===== config.mk =====
export PLATFORM = sky130hd
export DESIGN_NAME = indexed_array_insert_delete
export DESIGN_NICKNAME = d
export VERILOG_FILES = /design/src/design/iaid_pkg.sv /design/src/design/indexed_array_insert_delete.sv /design/src/design/iaid_fifo.sv /design/src/design/iaid_front.sv /design/src/design/iaid_back.sv
export SDC_FILE = /design/constraint.sdc
export NUM_CORES = 2
export LEC_CHECK = 0
export BUFFER_PORTS_ARGS = -buffer_cell sky130_fd_sc_hd__buf_2
export CAP_MARGIN = 20
export CORE_MARGIN = 4
export CORE_UTILIZATION = 50
export CTS_CLUSTER_SIZE = 20
export DETAILED_ROUTE_END_ITERATION = 10
export PLACE_DENSITY = 0.64
export SLEW_MARGIN = 10
export SYNTH_ARGS = -nofsm -noshare
export SYNTH_HDL_FRONTEND = slang
export SYNTH_SLANG_ARGS = --single-unit
export TNS_END_PERCENT = 50

===== constraint.sdc =====
create_clock -name i_clk -period 19.36 [get_ports i_clk]
set_input_delay 1.936 -clock i_clk [delete_from_list [all_inputs] [get_ports i_clk]]
set_output_delay 1.936 -clock i_clk [all_outputs]
set_load 0.05 [all_outputs]

===== src/design/iaid_pkg.sv =====
`default_nettype none
package iaid_pkg;

    // field widths fixed by the item format
    localparam int MODE_W  = 3;
    localparam int INDEX_W = 5;
    localparam int WORD_W  = 32;
    localparam int HELD_W  = 6;

    // input mode codes
    localparam logic [MODE_W-1:0] MODE_INSERT = 3'd0;
    localparam logic [MODE_W-1:0] MODE_PUSH   = 3'd1;
    localparam logic [MODE_W-1:0] MODE_FETCH  = 3'd2;
    localparam logic [MODE_W-1:0] MODE_UPDATE = 3'd3;
    localparam logic [MODE_W-1:0] MODE_DELETE = 3'd4;
    localparam logic [MODE_W-1:0] MODE_POP    = 3'd5;

    typedef enum logic [1:0] {
        ST_OK        = 2'd0,
        ST_BAD_INDEX = 2'd1,
        ST_FULL      = 2'd2,
        ST_EMPTY     = 2'd3
    } t_status;

    // decoded operation handed from front to back
    typedef enum logic [2:0] {
        OP_INSERT,
        OP_PUSH,
        OP_FETCH,
        OP_UPDATE,
        OP_DELETE,
        OP_POP,
        OP_NOP
    } t_op;

    typedef struct packed {
        logic        [MODE_W-1:0]  mode;
        logic        [INDEX_W-1:0] index;
        logic signed [WORD_W-1:0]  value;
    } t_in_item;

    typedef struct packed {
        t_status                  status;
        logic signed [WORD_W-1:0] data;
        logic        [HELD_W-1:0] held_count;
        logic                     last;
    } t_result;

    typedef struct packed {
        t_op                       op;
        logic        [INDEX_W-1:0] index;
        logic signed [WORD_W-1:0]  value;
    } t_cmd;

    typedef enum logic {
        BK_IDLE,
        BK_FETCH
    } t_back_state;

endpackage
`default_nettype wire


===== src/design/indexed_array_insert_delete.sv =====
// Input words wait in the front register, then the command queue; result words
// wait in the result queue. Throughput: one input word per cycle for insert,
// push, update, delete and pop while results drain; fetch holds the back stage
// for one result per held word (one if empty). Its parallel shift sets the rate.
// Reset (synchronous, active low) clears the count, queues and control state;
// the cells keep whatever they held, and only written cells are read out.
`default_nettype none
module indexed_array_insert_delete #(
    parameter int DEPTH = 32
) (
    input  wire logic               i_clk,
    input  wire logic               i_rst_n,
    input  wire logic               push,
    output logic                    full,
    input  wire iaid_pkg::t_in_item i_item,
    output logic                    empty,
    input  wire logic               pop,
    output iaid_pkg::t_result       o_result
);

    localparam int CMD_W = $bits(iaid_pkg::t_cmd);
    localparam int RES_W = $bits(iaid_pkg::t_result);

    logic              front_wr;
    iaid_pkg::t_cmd    front_cmd;
    logic              cmdq_full;
    logic              cmdq_empty;
    logic [CMD_W-1:0]  cmdq_rdata;
    logic              cmd_pop;
    logic              resq_full;
    logic              res_push;
    iaid_pkg::t_result back_res;
    logic [RES_W-1:0]  resq_rdata;
    logic              res_rd;

    // accept and classify
    iaid_front u_front (
        .i_clk      (i_clk),
        .i_rst_n    (i_rst_n),
        .i_push     (push),
        .i_item     (i_item),
        .o_full     (full),
        .o_cmd_wr   (front_wr),
        .o_cmd      (front_cmd),
        .i_cmd_full (cmdq_full)
    );

    // decouple front from back
    iaid_fifo #(
        .WIDTH (CMD_W)
    ) u_cmdq (
        .i_clk   (i_clk),
        .i_rst_n (i_rst_n),
        .i_wr    (front_wr),
        .i_wdata (front_cmd),
        .o_full  (cmdq_full),
        .i_rd    (cmd_pop),
        .o_rdata (cmdq_rdata),
        .o_empty (cmdq_empty)
    );

    // execute against the cell array
    iaid_back #(
        .DEPTH (DEPTH)
    ) u_back (
        .i_clk       (i_clk),
        .i_rst_n     (i_rst_n),
        .i_cmd_empty (cmdq_empty),
        .i_cmd       (iaid_pkg::t_cmd'(cmdq_rdata)),
        .o_cmd_pop   (cmd_pop),
        .i_res_full  (resq_full),
        .o_res_push  (res_push),
        .o_res       (back_res)
    );

    // hold results until taken
    assign res_rd = pop && !empty;

    iaid_fifo #(
        .WIDTH (RES_W)
    ) u_resq (
        .i_clk   (i_clk),
        .i_rst_n (i_rst_n),
        .i_wr    (res_push),
        .i_wdata (back_res),
        .o_full  (resq_full),
        .i_rd    (res_rd),
        .o_rdata (resq_rdata),
        .o_empty (empty)
    );

    assign o_result = iaid_pkg::t_result'(resq_rdata);

endmodule
`default_nettype wire


===== src/design/iaid_fifo.sv =====
`default_nettype none
module iaid_fifo #(
    parameter int WIDTH = 8
) (
    input  wire logic             i_clk,
    input  wire logic             i_rst_n,
    input  wire logic             i_wr,
    input  wire logic [WIDTH-1:0] i_wdata,
    output logic                  o_full,
    input  wire logic             i_rd,
    output logic      [WIDTH-1:0] o_rdata,
    output logic                  o_empty
);

    logic [WIDTH-1:0] r_mem [2];
    logic             r_wptr;
    logic             r_rptr;
    logic [1:0]       r_cnt;

    assign o_full  = (r_cnt == 2'd2);
    assign o_empty = (r_cnt == 2'd0);
    assign o_rdata = r_mem[r_rptr];

    // advance pointers and track fill level
    always_ff @(posedge i_clk) begin
        if (!i_rst_n) begin
            r_wptr <= 1'b0;
            r_rptr <= 1'b0;
            r_cnt  <= 2'd0;
        end else begin
            if (i_wr) begin
                r_wptr <= ~r_wptr;
            end
            if (i_rd) begin
                r_rptr <= ~r_rptr;
            end
            if (i_wr && !i_rd) begin
                r_cnt <= r_cnt + 2'd1;
            end else if (!i_wr && i_rd) begin
                r_cnt <= r_cnt - 2'd1;
            end
        end
    end

    // store the incoming word
    always_ff @(posedge i_clk) begin
        if (i_wr) begin
            r_mem[r_wptr] <= i_wdata;
        end
    end

endmodule
`default_nettype wire


===== src/design/iaid_front.sv =====
`default_nettype none
module iaid_front (
    input  wire logic              i_clk,
    input  wire logic              i_rst_n,
    input  wire logic              i_push,
    input  wire iaid_pkg::t_in_item i_item,
    output logic                   o_full,
    output logic                   o_cmd_wr,
    output iaid_pkg::t_cmd         o_cmd,
    input  wire logic              i_cmd_full
);

    logic            r_valid;
    iaid_pkg::t_cmd  r_cmd;
    iaid_pkg::t_cmd  n_cmd;
    logic            accept;

    // stall only while the held word cannot move on
    assign o_full   = r_valid && i_cmd_full;
    assign accept   = i_push && !o_full;
    assign o_cmd_wr = r_valid && !i_cmd_full;
    assign o_cmd    = r_cmd;

    // classify the mode code; unused codes become no-ops
    always_comb begin
        n_cmd.index = i_item.index;
        n_cmd.value = i_item.value;
        unique case (i_item.mode)
            iaid_pkg::MODE_INSERT: n_cmd.op = iaid_pkg::OP_INSERT;
            iaid_pkg::MODE_PUSH:   n_cmd.op = iaid_pkg::OP_PUSH;
            iaid_pkg::MODE_FETCH:  n_cmd.op = iaid_pkg::OP_FETCH;
            iaid_pkg::MODE_UPDATE: n_cmd.op = iaid_pkg::OP_UPDATE;
            iaid_pkg::MODE_DELETE: n_cmd.op = iaid_pkg::OP_DELETE;
            iaid_pkg::MODE_POP:    n_cmd.op = iaid_pkg::OP_POP;
            default:               n_cmd.op = iaid_pkg::OP_NOP;
        endcase
    end

    // hold the decoded word until the queue takes it
    always_ff @(posedge i_clk) begin
        if (!i_rst_n) begin
            r_valid <= 1'b0;
        end else begin
            r_valid <= accept || (r_valid && i_cmd_full);
        end
    end

    always_ff @(posedge i_clk) begin
        if (accept) begin
            r_cmd <= n_cmd;
        end
    end

endmodule
`default_nettype wire


===== src/design/iaid_back.sv =====
`default_nettype none
module iaid_back #(
    parameter int DEPTH = 32
) (
    input  wire logic            i_clk,
    input  wire logic            i_rst_n,
    input  wire logic            i_cmd_empty,
    input  wire iaid_pkg::t_cmd  i_cmd,
    output logic                 o_cmd_pop,
    input  wire logic            i_res_full,
    output logic                 o_res_push,
    output iaid_pkg::t_result    o_res
);

    localparam int CW  = $clog2(DEPTH + 1);
    localparam int AW  = $clog2(DEPTH);
    localparam int IXW = (CW > iaid_pkg::INDEX_W) ? CW : iaid_pkg::INDEX_W;

    logic signed [iaid_pkg::WORD_W-1:0] r_cells [DEPTH];
    logic [CW-1:0]          r_count;
    logic [CW-1:0]          n_count;
    logic [AW-1:0]          r_ptr;
    logic [AW-1:0]          n_ptr;
    iaid_pkg::t_back_state  r_state;
    iaid_pkg::t_back_state  n_state;
    iaid_pkg::t_op          wr_op;

    logic go;
    logic is_full;
    logic is_empty;
    logic idx_ok;
    logic fetch_last;

    assign go         = (r_state == iaid_pkg::BK_IDLE) && !i_cmd_empty && !i_res_full;
    assign is_full    = (r_count == CW'(DEPTH));
    assign is_empty   = (r_count == '0);
    assign idx_ok     = (IXW'(i_cmd.index) < IXW'(r_count));
    assign fetch_last = (CW'(r_ptr) == (r_count - CW'(1)));

    // next state
    always_comb begin
        n_state = r_state;
        unique case (r_state)
            iaid_pkg::BK_IDLE: begin
                if (go && (i_cmd.op == iaid_pkg::OP_FETCH) && (r_count > CW'(1))) begin
                    n_state = iaid_pkg::BK_FETCH;
                end
            end
            iaid_pkg::BK_FETCH: begin
                if (!i_res_full && fetch_last) begin
                    n_state = iaid_pkg::BK_IDLE;
                end
            end
            default: n_state = iaid_pkg::BK_IDLE;
        endcase
    end

    // execute the command and build the result word
    always_comb begin
        o_cmd_pop        = 1'b0;
        o_res_push       = 1'b0;
        n_count          = r_count;
        n_ptr            = r_ptr;
        wr_op            = iaid_pkg::OP_NOP;
        o_res.status     = iaid_pkg::ST_OK;
        o_res.data       = '0;
        o_res.last       = 1'b1;
        o_res.held_count = iaid_pkg::HELD_W'(r_count);
        unique case (r_state)
            iaid_pkg::BK_IDLE: begin
                if (go) begin
                    o_cmd_pop  = 1'b1;
                    o_res_push = 1'b1;
                    unique case (i_cmd.op)
                        iaid_pkg::OP_INSERT: begin
                            if (is_full) begin
                                o_res.status = iaid_pkg::ST_FULL;
                            end else if (!idx_ok) begin
                                o_res.status = iaid_pkg::ST_BAD_INDEX;
                            end else begin
                                wr_op   = iaid_pkg::OP_INSERT;
                                n_count = r_count + CW'(1);
                            end
                        end
                        iaid_pkg::OP_PUSH: begin
                            if (is_full) begin
                                o_res.status = iaid_pkg::ST_FULL;
                            end else begin
                                wr_op   = iaid_pkg::OP_PUSH;
                                n_count = r_count + CW'(1);
                            end
                        end
                        iaid_pkg::OP_FETCH: begin
                            if (is_empty) begin
                                o_res.status = iaid_pkg::ST_EMPTY;
                            end else begin
                                o_res.data = r_cells[0];
                                o_res.last = (r_count == CW'(1));
                                n_ptr      = AW'(1);
                            end
                        end
                        iaid_pkg::OP_UPDATE: begin
                            if (!idx_ok) begin
                                o_res.status = iaid_pkg::ST_BAD_INDEX;
                            end else begin
                                wr_op = iaid_pkg::OP_UPDATE;
                            end
                        end
                        iaid_pkg::OP_DELETE: begin
                            if (!idx_ok) begin
                                o_res.status = iaid_pkg::ST_BAD_INDEX;
                            end else begin
                                wr_op   = iaid_pkg::OP_DELETE;
                                n_count = r_count - CW'(1);
                            end
                        end
                        iaid_pkg::OP_POP: begin
                            if (is_empty) begin
                                o_res.status = iaid_pkg::ST_EMPTY;
                            end else begin
                                n_count = r_count - CW'(1);
                            end
                        end
                        default: begin
                        end
                    endcase
                    o_res.held_count = iaid_pkg::HELD_W'(n_count);
                end
            end
            iaid_pkg::BK_FETCH: begin
                if (!i_res_full) begin
                    o_res_push = 1'b1;
                    o_res.data = r_cells[r_ptr];
                    o_res.last = fetch_last;
                    n_ptr      = fetch_last ? '0 : r_ptr + AW'(1);
                end
            end
            default: begin
            end
        endcase
    end

    // control registers
    always_ff @(posedge i_clk) begin
        if (!i_rst_n) begin
            r_state <= iaid_pkg::BK_IDLE;
            r_count <= '0;
            r_ptr   <= '0;
        end else begin
            r_state <= n_state;
            r_count <= n_count;
            r_ptr   <= n_ptr;
        end
    end

    // shift, place or overwrite every cell in parallel
    for (genvar g = 0; g < DEPTH; g++) begin : g_cell
        logic at_idx;
        logic above_idx;
        logic at_count;

        assign at_idx    = (IXW'(g) == IXW'(i_cmd.index));
        assign above_idx = (IXW'(g) > IXW'(i_cmd.index));
        assign at_count  = (CW'(g) == r_count);

        if (g == 0) begin : g_first
            always_ff @(posedge i_clk) begin
                case (wr_op) inside
                    iaid_pkg::OP_INSERT, iaid_pkg::OP_UPDATE: begin
                        if (at_idx) begin
                            r_cells[g] <= i_cmd.value;
                        end
                    end
                    iaid_pkg::OP_PUSH: begin
                        if (at_count) begin
                            r_cells[g] <= i_cmd.value;
                        end
                    end
                    iaid_pkg::OP_DELETE: begin
                        if (at_idx) begin
                            r_cells[g] <= r_cells[g + 1];
                        end
                    end
                    default: begin
                    end
                endcase
            end
        end else if (g == DEPTH - 1) begin : g_top
            always_ff @(posedge i_clk) begin
                case (wr_op)
                    iaid_pkg::OP_INSERT: begin
                        if (above_idx) begin
                            r_cells[g] <= r_cells[g - 1];
                        end else if (at_idx) begin
                            r_cells[g] <= i_cmd.value;
                        end
                    end
                    iaid_pkg::OP_UPDATE: begin
                        if (at_idx) begin
                            r_cells[g] <= i_cmd.value;
                        end
                    end
                    iaid_pkg::OP_PUSH: begin
                        if (at_count) begin
                            r_cells[g] <= i_cmd.value;
                        end
                    end
                    default: begin
                    end
                endcase
            end
        end else begin : g_mid
            always_ff @(posedge i_clk) begin
                case (wr_op)
                    iaid_pkg::OP_INSERT: begin
                        if (above_idx) begin
                            r_cells[g] <= r_cells[g - 1];
                        end else if (at_idx) begin
                            r_cells[g] <= i_cmd.value;
                        end
                    end
                    iaid_pkg::OP_UPDATE: begin
                        if (at_idx) begin
                            r_cells[g] <= i_cmd.value;
                        end
                    end
                    iaid_pkg::OP_PUSH: begin
                        if (at_count) begin
                            r_cells[g] <= i_cmd.value;
                        end
                    end
                    iaid_pkg::OP_DELETE: begin
                        if (above_idx || at_idx) begin
                            r_cells[g] <= r_cells[g + 1];
                        end
                    end
                    default: begin
                    end
                endcase
            end
        end
    end

endmodule
`default_nettype wire


# Word level (Yosys, flattened, before mapping)
# Memory sizes are Yosys's and may differ from the RTL's. A register that Yosys moved wholly into a read port is not among the register bits.
# Cells that the tools add are included.
[classes]
add_sub_neg = 7
n_lt_le_gt_ge = 33
eq_ne = 84
muxes = 656
bitwise_logic = 130
n_reduce_logical = 67
[op_table]
columns = ["cell", "count"]
rows = [
  ["2-to-1 mux 32 bit", 128],
  ["2-to-1 mux 1 bit", 490],
  ["bitwise OR 1 bit", 125],
  ["equality test 5 x 6 -> 1 bit (first input constant)", 16],
  ["equality test 5 bit (first input constant)", 16],
  ["greater-than comparator 5 bit (first input constant)", 16],
  ["case mux 32 bit (2 select lines)", 1],
  ["equality test 4 x 6 -> 1 bit (first input constant)", 8],
  ["2-to-1 mux 41 bit", 1],
  ["equality test 4 x 5 -> 1 bit (first input constant)", 8],
  ["greater-than comparator 4 x 5 -> 1 bit (first input constant)", 8],
  ["2-to-1 mux 6 bit", 6],
  ["2-to-1 mux 5 bit", 7],
  ["logical OR 1 bit", 31],
  ["equality test 3 x 6 -> 1 bit (first input constant)", 4],
  ["case mux 6 bit (4 select lines)", 1],
  ["equality test 3 x 5 -> 1 bit (first input constant)", 4],
  ["greater-than comparator 3 x 5 -> 1 bit (first input constant)", 4],
  ["2-to-1 mux 2 bit", 9],
  ["2-to-1 mux 3 bit", 6],
  ["case mux 3 bit (6 select lines)", 1],
  ["equality test 3 x 2 -> 1 bit (second input constant)", 5],
  ["equality test 3 bit (second input constant)", 5],
  ["logical AND 1 bit", 13],
  ["34 further kinds", 64],
]
[totals]
reg_bits = 61
ramBits = 1186
output_inout_bits = 43
elab_cells = 993
n_memories = 3
[memory_table]
columns = ["memory", "depth", "width", "read_ports", "rd_clocked_by_memory_dff", "write_ports", "line", "text"]
rows = [
  ["u_back.r_cells", 32, 32, 33, 1, 32, "iaid_back.sv:19", "logic signed [iaid_pkg::WORD_W-1:0] r_cells [DEPTH];"],
  ["u_resq.r_mem", 2, 41, 1, 1, 1, "iaid_fifo.sv:15", "logic [WIDTH-1:0] r_mem [2];"],
  ["u_cmdq.r_mem", 2, 40, 1, 1, 1, "iaid_fifo.sv:15", ""],
]

# Logic depth before layout (Yosys ltp)
[logic_depth]
depth_word = 13
ltp_mapped = 18
mapped_depth_nobuf = 9

# By module
# Synthesis repeated with hierarchy kept, for this count alone.
[unflattened]
cells_unflattened = 6110
hier_area_um2 = 70466.3
[by_module_without_submodules]
columns = ["module", "n_inst", "cells_each", "area_each_um2", "seq_area_each_um2"]
rows = [
  ["iaid_back", 1, 5765, 62926.6, 31089.8],
  ["iaid_fifo (u_resq)", 1, 150, 3168.0, 2562.5],
  ["iaid_fifo (u_cmdq)", 1, 146, 3091.7, 2502.4],
  ["iaid_front", 1, 48, 1266.2, 1221.2],
  ["indexed_array_insert_delete", 1, 1, 13.8, 0.0],
]

# Worst setup path before layout
# Ideal clock, no wire load.
[synth_timing]
kind = "register -> register"
startpoint = "register with a tool-made name"
endpoint = "memory u_back.r_cells[2][0] (netlist name) (enable)"
arrival_ns = 6.301
t_required_ns = 18.827
setup_slack_ns = 12.526
path_stages_with_launch = 13
path_buffers = 4
path_cell_list = "dfxtp_1 buf_6 buf_4 mux2i_1 inv_1 buf_2 clkbuf_1 ha_1 and4b_1 o221a_2 nor4_4 nand2_2 o311ai_0"
[synth_rtl]
columns = ["element", "line"]
rows = [
  ["end: declaration", "iaid_back.sv:19"],
]

==> summary.txt <==
Core Region - 141000 sq um
drt total wl - 236000 microns
most frequent cells in the layout - edfxtp_1 (1226), mux2i_1 (962), nor2_1 (671)
unique cell type count in the Yosys netlist - 90
minimum clock period - 6.22 ns
status - finished clean
CTS Buf Count - 139
non-filler instance count after layout - 7622
final net count - 5682
post-cts hold buffer count - 0
grt met3 use - 7.00%
Crit Path Max Fanout - 58
Setup TNS - 0 ns
CP delay by family, top - compound AO/OA/AOI/OAI gates
PostCTS Resize Cnt - 0
DPL Wire Length - 150000 microns
vias in the first global route - 50400
first-pass GRT wire length - 345000 microns
Max Cap Viol - 0
number of routed nets with antenna violations - 0
proportion of layout cells with a drive suffix above 1 - 17.0%
syn avg cell area - 12.2 sq um
FF-to-FF setup slack - 13.14 ns
met1 Track Usage GR - 42.4%
unrepaired setup endpoints after global routing - no
Rel. slew slack - 18.9%
post-layout worst setup margin - 13.14 ns
slowest stage delay, CP - 1.07 ns
DR WL/cell - 31.0 microns
row count - 138
worst hold path type - reg2reg
WS Path Type - reg2reg
H-tree depth - 4
fin crit share - 32.1%
Top FF cell, synth - edfxtp_1
Worst path slowest cell - o31a_2
Chip Height - 385 microns
number of synthesized flops with an enable pin - 1226
worst path bufs/invs - 3
maximum VDD drop - 0.136 mV
initial antenna violation count - 3
crit start category - flip-flop
cells on worst reg2reg path - 11
area delta synth->final - 8.73%
syn_nets - 5860
clk_skew - 0.0350 ns
busiest grt layer - met2
Async SR Flop Fraction - 0%
clock buffer depth - 3
Final Util - 54.7%
I/O pins - 87
Post-CTS Repair Setup Buffers - 0
Clock Root Buffer - clkbuf_16
Syn Inst Count - 5804
pre-CTS setup slack - 13.36 ns
Initial Util - 50.3%
fmax - 161 MHz
met2 Use GR - 49.6%
Reg clk slew, reported paths - 0.06 ns
initial DRC count - 6684
Via Count - 51100
Final setup viols - 0
Hold Fails Final Rpt - 0
Pleak - 24.0 nW
total gr overflow - 0
synthesized area - 71000 sq um
Worst EP required - 19.99 ns
clock latency on the worst-skew pair - 0.79 ns
Vias/cell - 6.71
Min-Delay Endpoint - u_cmdq.r_mem[0][2]
crit path DAT - 6.85 ns
GR Util All Layers - 31.6%
largest net degree at the start of global routing - 66
#FFs+latches synth - 1254
post-route DRC violation count - 0
Max Slew Vio Count - 0
post-synthesis sequential area ratio - 52.6%
CTS tree - yes
yosys warns - 0
I/O Buffers - 86
gpl congestion - 0.927
full die area - 148000 sq um
CP cell instances - mux2i_1 -> buf_4 -> inv_1 -> ha_1 -> a211oi_1 -> or3_1 -> o2111ai_4 -> buf_4 -> o31a_2 -> o31a_2 -> a221o_1
RR Endpoint - u_back.r_cells[7][22]
critical hold path startpoint - u_front.o_cmd[2]
Worst-Margin Slew - 1.22 ns
PwrDens - 98.3 nW/um^2
hold depth - 0
sink count of the clock tree - 1254
Critical Path Sink Type - flip-flop
Placed Cells - 7368
Die W - 385 microns
most common cell after layout, fill and taps aside - edfxtp_1
TritonRoute pass-1 iters - 8
[cells in the mapped netlist, types with 4 or more instances]
cell	number	share of area, %
or3_1	10	0.088
buf_1	24	0.13
o211ai_1	8	0.085
inv_1	16	0.085
mux2_2	161	2.6
ha_1	12	0.21
o21ai_1	262	1.8
nor3_1	21	0.15
nor2b_1	33	0.29
edfxtp_1	1226	52
mux2_1	12	0.19
and2_1	9	0.079
nor4_1	33	0.29
o31ai_1	36	0.38
buf_2	64	0.45
buf_6	34	0.54
a21oi_1	635	4.5
a32oi_1	5	0.062
clkbuf_1	375	2.0
o21ai_0	119	0.84
o31ai_4	18	0.54
nand2b_1	11	0.097
nand4_1	26	0.23
o21bai_1	4	0.042
a31oi_1	7	0.062
nor2_1	674	3.6
a211oi_1	5	0.053
nand3_1	34	0.24
o22ai_1	37	0.33
nand2_1	425	2.2
xnor2_1	8	0.099
a221o_1	32	0.45
nor4_2	4	0.070
mux2i_1	962	14
o31a_1	4	0.049
mux4_2	288	9.1
a22oi_1	5	0.053
xor2_1	9	0.11
buf_4	46	0.49
dfxtp_1	28	0.79
[layer usage]
metal	part of all wire, %	up-vias
li1	-	21700
met5	0	-
met4	4.9	0
met2	46	2989
met1	39	25800
met3	10	537
[kinds of logic after synthesis]
family	synth area share, %
buffers and inverters	3.68
adder cells (fa/ha/maj)	0.211
AND/OR/NAND/NOR	7.75
multiplexers	25.5
flip-flops	52.6
AO/OA/AOI/OAI	10.0
XOR/XNOR	0.210
[metrics by stage]
step	total power, mW	area (sq um)	hold WS (ns)
global route	7.84	77200	0.455
CTS	7.60	77100	0.445
finish	7.59	77200	0.444
detailed placement	5.05	72800	0.430
global placement	5.03	72700	0.422
floorplan	4.48	71000	0.421
[worst max path at each step]
stage / depth (start not counted) / end / startpoint
5_1_grt: 11 / u_back.r_cells[7][13] / flip-flop
4_1_cts: 11 / u_back.r_cells[7][13] / flip-flop
2_1_floorplan: 12 / u_back.r_cells[2][0] / flip-flop
3_5_place_dp: 11 / u_back.r_cells[7][13] / flip-flop
6_report: 11 / u_back.r_cells[7][22] / flip-flop
3_3_place_gp: 11 / u_back.r_cells[7][18] / flip-flop
[where the power goes]
part           switching (mW)  internal, mW
combinational            1.15         0.447
clock                    1.11          1.46
sequential              0.160          3.26
total                    2.42          5.17
[flip-flops by register name, summed over array words and instances, names as in the netlist, 2 cells and up, named ones only]
name / cells
u_back.r_cells: 1024
u_back.r_count: 6
u_resq.r_cnt: 2
u_cmdq.r_cnt: 2
u_back.r_ptr: 5
u_front.o_cmd: 40
u_resq.r_mem: 82
u_cmdq.r_mem: 80
[cell type report]
type | instances | area (sq um)
Clock inverter | 64 | 495
Antenna cell | 2 | 5.00
Clock buffer | 181 | 3760
Fill cell | 12100 | 64000
Tap cell | 1890 | 2360
Multi-Input combinational cell | 3990 | 31500
Inverter | 17 | 63.8
Timing Repair Buffer | 224 | 1590
Sequential cell | 1254 | 37400
(Power assumes the default switching activity.)
